### src/hdl/ksc_pkg.sv
`default_nettype none

package ksc_pkg;

    // Slot table depth, fixed by the 6-bit slot number
    localparam int SLOT_DEPTH = 64;
    localparam int SLOT_W     = 6;
    localparam int STEP_W     = 3;

    typedef enum logic [1:0] {
        CMD_GENO = 2'd0,
        CMD_KIN  = 2'd1,
        CMD_SLOT = 2'd2,
        CMD_RUN  = 2'd3
    } cmd_t;

    typedef enum logic [1:0] {
        CLS_NONE = 2'd0,
        CLS_GENO = 2'd1,
        CLS_REL  = 2'd2,
        CLS_VIA  = 2'd3
    } cls_t;

    typedef enum logic [1:0] {
        BR_NEXT      = 2'd0,
        BR_LOOP_DOWN = 2'd1,
        BR_LOOP_UP   = 2'd2,
        BR_STOP      = 2'd3
    } br_t;

    localparam logic [STEP_W-1:0] STEP_SLOT_RD = 3'd0;
    localparam logic [STEP_W-1:0] STEP_ROW_RD  = 3'd1;
    localparam logic [STEP_W-1:0] STEP_EVAL    = 3'd2;
    localparam logic [STEP_W-1:0] STEP_CLS_RD  = 3'd3;
    localparam logic [STEP_W-1:0] STEP_EMIT    = 3'd4;

    typedef struct packed {
        logic              slot_rd;
        logic              rel_rd;
        logic              cls_wr;
        logic              cls_rd;
        logic              emit;
        br_t               br;
        logic [STEP_W-1:0] target;
    } ctrl_t;

    typedef struct packed {
        logic idx_nz;
        logic last;
    } status_t;

    // Microprogram: downward evaluation pass, then upward result pass
    function automatic ctrl_t ucode(input logic [STEP_W-1:0] step);
        ctrl_t c;
        begin
            c = '0;
            unique case (step)
                STEP_SLOT_RD:
                begin
                    c.slot_rd = 1'b1;
                    c.br      = BR_NEXT;
                end
                STEP_ROW_RD:
                begin
                    c.rel_rd = 1'b1;
                    c.br     = BR_NEXT;
                end
                STEP_EVAL:
                begin
                    c.cls_wr = 1'b1;
                    c.br     = BR_LOOP_DOWN;
                    c.target = STEP_SLOT_RD;
                end
                STEP_CLS_RD:
                begin
                    c.cls_rd = 1'b1;
                    c.br     = BR_NEXT;
                end
                STEP_EMIT:
                begin
                    c.emit   = 1'b1;
                    c.br     = BR_LOOP_UP;
                    c.target = STEP_CLS_RD;
                end
                default:
                begin
                    c.br = BR_STOP;
                end
            endcase
            return c;
        end
    endfunction

endpackage

`default_nettype wire

### src/hdl/ksc_sequencer.sv
`default_nettype none

module ksc_sequencer (
    input  wire logic             clk,
    input  wire logic             rst_n,
    input  wire logic             run_go,
    input  wire ksc_pkg::status_t status,
    output ksc_pkg::ctrl_t        ctrl,
    output logic                  busy
);

    import ksc_pkg::*;

    logic [STEP_W-1:0] pc_reg, pc_next;
    logic              busy_reg, busy_next;
    ctrl_t             word;

    assign word = ucode(pc_reg);
    assign ctrl = busy_reg ? word : '0;
    assign busy = busy_reg;

    always_comb
    begin
        pc_next   = pc_reg;
        busy_next = busy_reg;
        if (run_go)
        begin
            pc_next   = STEP_SLOT_RD;
            busy_next = 1'b1;
        end
        else if (busy_reg)
        begin
            unique case (word.br)
                BR_NEXT:
                begin
                    pc_next = pc_reg + 1'b1;
                end
                BR_LOOP_DOWN:
                begin
                    pc_next = status.idx_nz ? word.target : pc_reg + 1'b1;
                end
                BR_LOOP_UP:
                begin
                    if (status.last)
                    begin
                        pc_next   = STEP_SLOT_RD;
                        busy_next = 1'b0;
                    end
                    else
                    begin
                        pc_next = word.target;
                    end
                end
                default:
                begin
                    pc_next   = STEP_SLOT_RD;
                    busy_next = 1'b0;
                end
            endcase
        end
    end

    always_ff @(posedge clk or negedge rst_n)
    begin
        if (!rst_n)
        begin
            pc_reg   <= STEP_SLOT_RD;
            busy_reg <= 1'b0;
        end
        else
        begin
            pc_reg   <= pc_next;
            busy_reg <= busy_next;
        end
    end

    // step counter only ever sits on a programmed step while running
    a_pc_range: assert property (@(posedge clk) disable iff (!rst_n)
        busy_reg |-> (pc_reg <= STEP_EMIT))
        else $error("sequencer off program");

endmodule

`default_nettype wire

### config.mk
export PLATFORM = sky130hd
export DESIGN_NAME = ksc_sequencer
export DESIGN_NICKNAME = d
export VERILOG_FILES = /design/src/hdl/ksc_pkg.sv /design/src/hdl/ksc_sequencer.sv
export SDC_FILE = /design/constraint.sdc
export NUM_CORES = 1
export LEC_CHECK = 0
export BUFFER_PORTS_ARGS = -buffer_cell sky130_fd_sc_hd__buf_2
export CAP_MARGIN = 40
export CELL_PAD_IN_SITES_DETAIL_PLACEMENT = 0
export CELL_PAD_IN_SITES_GLOBAL_PLACEMENT = 1
export CORE_AREA = 5 5 43 45
export CTS_CLUSTER_SIZE = 16
export DETAILED_ROUTE_END_ITERATION = 8
export DIE_AREA = 0 0 48 50
export PLACE_DENSITY = 0.75
export SYNTH_ARGS = -nofsm -noshare
export SYNTH_HDL_FRONTEND = slang
export SYNTH_SLANG_ARGS = --single-unit
### constraint.sdc
create_clock -name clk -period 1.9 [get_ports clk]
set_input_delay 0.38 -clock clk [delete_from_list [all_inputs] [get_ports clk]]
set_output_delay 0.38 -clock clk [all_outputs]
set_load 0.02 [all_outputs]
# --- Word level (Yosys, flattened, before mapping) ---
# Cells that the tools add are included.
totals:
  elab_cells: 31
  reg_bits: 4
  input_bits: 5
  out_inout_bits: 11
op_classes:
  n_eq_ne: 6
  n_reduce_logical: 5
  mux: 17
  n_addsub: 1
op_table:
  columns: ["cell", "n"]
  rows:
  - ["$mux 10", 1]
  - ["$mux 3", 3]
  - ["$pmux 3 s3", 1]
  - ["$mux 1", 8]
  - ["$eq 3x2->1 const B", 2]
  - ["$pmux 2 s3", 1]
  - ["$mux 2", 2]
  - ["$add 3x1->3 const B", 1]
  - ["$eq 3x1->1 const B", 1]
  - ["$eq 3x3->1 const B", 1]
  - ["$logic_not 3->1", 1]
  - ["$reduce_or 3->1", 1]
  - ["$eq 2x1->1 const B", 1]
  - ["$eq 2x2->1 const B", 1]
  - ["$logic_not 2->1", 1]
  - ["$pmux 1 s2", 1]
  - ["$reduce_bool 2->1", 1]
  - ["$reduce_or 2->1", 1]

# --- Longest topological paths before layout ---
logic_depth:
  word_depth: 8
  mapped_depth: 7

# --- Least setup slack after synthesis ---
# Ideal clock, no wire load.
synth_timing:
  path_type: "reg-to-output"
  startpoint: "register pc_reg[0]"
  endpoint: "output port ctrl[1] (netlist name)"
  required_time_ns: 1.520
  stages_incl_launch_ff: 7
  path_slack_ns: 0.008
  t_arrival_ns: 1.512
  path_cell_list: "dfrtp_1 -> clkbuf_2 -> inv_1 -> ha_1 -> nand2_1 -> nor2_1 -> buf_4"
synth_rtl:
  columns: ["item", "line_no", "source"]
  rows:
  - ["start, declared", "ksc_sequencer.sv:14", "logic [STEP_W-1:0] pc_reg, pc_next;"]
  - ["start signal, assigned", "ksc_sequencer.sv:72", "pc_reg <= pc_next;"]
  - ["end, declared", "ksc_sequencer.sv:8", "output ksc_pkg::ctrl_t ctrl,"]

==> results.yml <==
outcome:
  status: "complete, no violations"
logic_synthesis:
  synth_edf_count: 0
  syn_nets: 63
  synth_ff_type: "dfrtp_1"
  synth-compound-area-share: 0.206
  synth_fa_ha_area_frac: 0.149
  yosysMostFrequentCell: "nor2_1"
  async_flop_share: 1.00
  synthXorXnorAreaFrac: 0
  synthesis.area_um2: 419
  yosysTopAreaCell: "dfrtp_1"
  synth-seq-cells: 4
  synth_cell_types: 24
  synth_area_per_cell_um2: 7.91
  yosys.area_share.simple: 0.233
  seq_area_frac_synth: 0.239
  yosys-top-cells-area: "dfrtp_1 24%, ha_1 15%, buf_4 5.4%"
  synthCells: 53
  synthMuxAreaShare: 0.0239
  ys_warn_count: 0
  synth_top_family_by_area: "simple AND/OR/NAND/NOR gates"
  ys_top_cells_by_count: "6 x nor2_1, 5 x ha_1, 4 x dfrtp_1, 4 x inv_1, 4 x nand2_1"
  yosysTopAreaCellShare: 0.239
clock_tree:
  cts_buffer_depth: 2
  h-tree-depth: 1
  cts_tree: "done"
  cts_buffers: 3
  path_clk_slew_ps: 40
  post_cts_buffers: 0
  cts_sinks: 4
  cts-root-buf: "clkbuf_4"
  clock_latency_ps: 240
placement:
  pre_cts_ws_ps: 336
  portBuffers: 14
  placed_cells: 80
  globalplace.congestion: 0.703
  dpl_cell_area_um2: 488
  place_hpwl_um: 733
routing:
  drc: 0
  drt-total-wl_um: 957
  drt-wirelength-per-cell_um: 11.4
  ant_nets: 0
  drtIter0Drc: 4
  via_count: 390
  via_per_inst: 4.64
  dr.pass1.iters: 3
timing:
  slew_violations: 0
  period_needed_ps: 1800
  hold_ws_ps: 427
  rsz0062_at_grt: "false"
  setup_ws_ps: 98.7
  finalSetupTns_ps: 0
  hold_violations: 0
  finalCritPeriodShare: 0.948
  finalSetupViolations: 0
  max_freq_mhz: 555
  fin_skew_ps: 3.97
power_and_ir_drop:
  p_per_area_mw_per_mm2: 1490
  seq_power_share: 0.185
  clock_power_share: 0.134
  pwr-share-comb: 0.681
  power.switching_mw: 0.391
  peakVddDrop_mv: 0.443
  p_int_mw: 0.404
  p_total_mw: 0.795
  sw_frac_of_total: 0.492
  power_leakage_nw: 0.272
global_routing:
  track_usage: 0.0876
  antenna_found_initial: 0
  grt-ovfl-total: 0
  grt_pass1_vias: 372
  grt_max_degree: 11
  grt_pass1_wl_mm: 1.50
setup_path:
  crit_type: "reg2out"
  worstSetupStartpointType: "flop"
  worstPathRequired_ps: 1520
  end_kind: "primary output"
  worstPathMaxFanout: 9
  reg2reg_from: "pc_reg[1]"
  r2r_slack_ps: 350
  worstPathArrival_ps: 1420
  crit_start: "pc_reg[1]"
hold_path:
  min_from: "run_go"
  worstHoldPathType: "in2reg"
floorplanning:
  die_area_mm2: 0.00240
  fp.dieH_um: 50
  num_rows: 14
  io_pins: 16
  start_util: 0.292
  core_mm2: 0.00144
  die_w_um: 48
finish:
  largest_reg_flops: 3
  area_growth_pct: 27.2
  fillCellCount: 170
  finalInstanceArea_um2: 533
  drive_gt1_frac: 0.382
  antennaDiodeCount: 0
  fin_cells: 84
  ff_latch_area_um2: 100
  final_core_util: 0.371
  layout.nets: 80
  multiInputGateArea_um2: 270
flow_run:
  maxCapViolations: 0
[metal layers]
| layer | vias up | global-route usage | share of wire |
|---|---|---|---|
| li1 | 206 | - | - |
| met1 | 175 | 0.0974 | 0.39 |
| met2 | 9 | 0.134 | 0.53 |
| met3 | 0 | 0.0436 | 0.071 |
| met4 | 0 | 0.0404 | 0 |
| met5 | - | 0 | 0 |
[worst paths after layout]
kind,depth (start not counted),to
setup / recovery,5,ctrl[6]
hold / removal,3,busy
setup reg to reg,7,pc_reg[1]
hold reg to reg,2,pc_reg[2]
max in group asynchronous,2,busy
min in group asynchronous,2,pc_reg[1]
[area by class of cell]
class / instances / area share
inverter: 4 / 0.0282
multi-input combinational: 39 / 0.507
tap: 16 / 0.0376
sequential: 4 / 0.188
timing repair buffer: 18 / 0.197
clock buffer: 3 / 0.0423
[critical path: stages, from the launching register on]
cell and delay (ps):
dfrtp_1 390, buf_4 180, ha_1 180, ha_1 160, and2_1 120, buf_2 150
[cells by family after synthesis]
kind of cell	after synthesis
fa+ha+maj	5
buf+inv	10
flops	4
simple gates	20
mux	1
other cells	1
compound gates	12
[cell usage in the layout, fill, tap and decap left out]
cell and instances:
o31a_1 1, nand3b_1 1, o21a_1 1, nand2b_1 2, o21bai_2 1, o21ai_0 1
dfrtp_1 4, nor2_2 1, and3_1 3, a211oi_1 1, and2_1 1, clkbuf_4 3
buf_2 13, buf_4 4, nor2_1 5, mux2i_1 1, dlygate4sd3_1 1, o21ai_2 2
conb_1 1, a21oi_2 1, a31oi_2 1, nor3_1 3, inv_1 4, ha_1 5
nand2_1 4, o21ai_1 1, a21oi_1 2
[power by group through the flow]
| stage | Clock [mW] | Combinational (mW) | Sequential [mW] |
|---|---|---|---|
| 2_1_floorplan | 0 | 0.376 | 0.151 |
| 3_3_place_gp | 0 | 0.519 | 0.149 |
| 3_5_place_dp | 0 | 0.520 | 0.149 |
| 4_1_cts | 0.113 | 0.523 | 0.148 |
| 5_1_grt | 0.122 | 0.604 | 0.154 |
| 6_report | 0.106 | 0.542 | 0.147 |
[repair_timing]
item,CTS,global route
hold buffers,1,0
resized for setup,0,4
hold endpoints to repair,4,0
endpoints found under the setup margin,0,4
No activity file was read; power rests on OpenSTA's default activity.
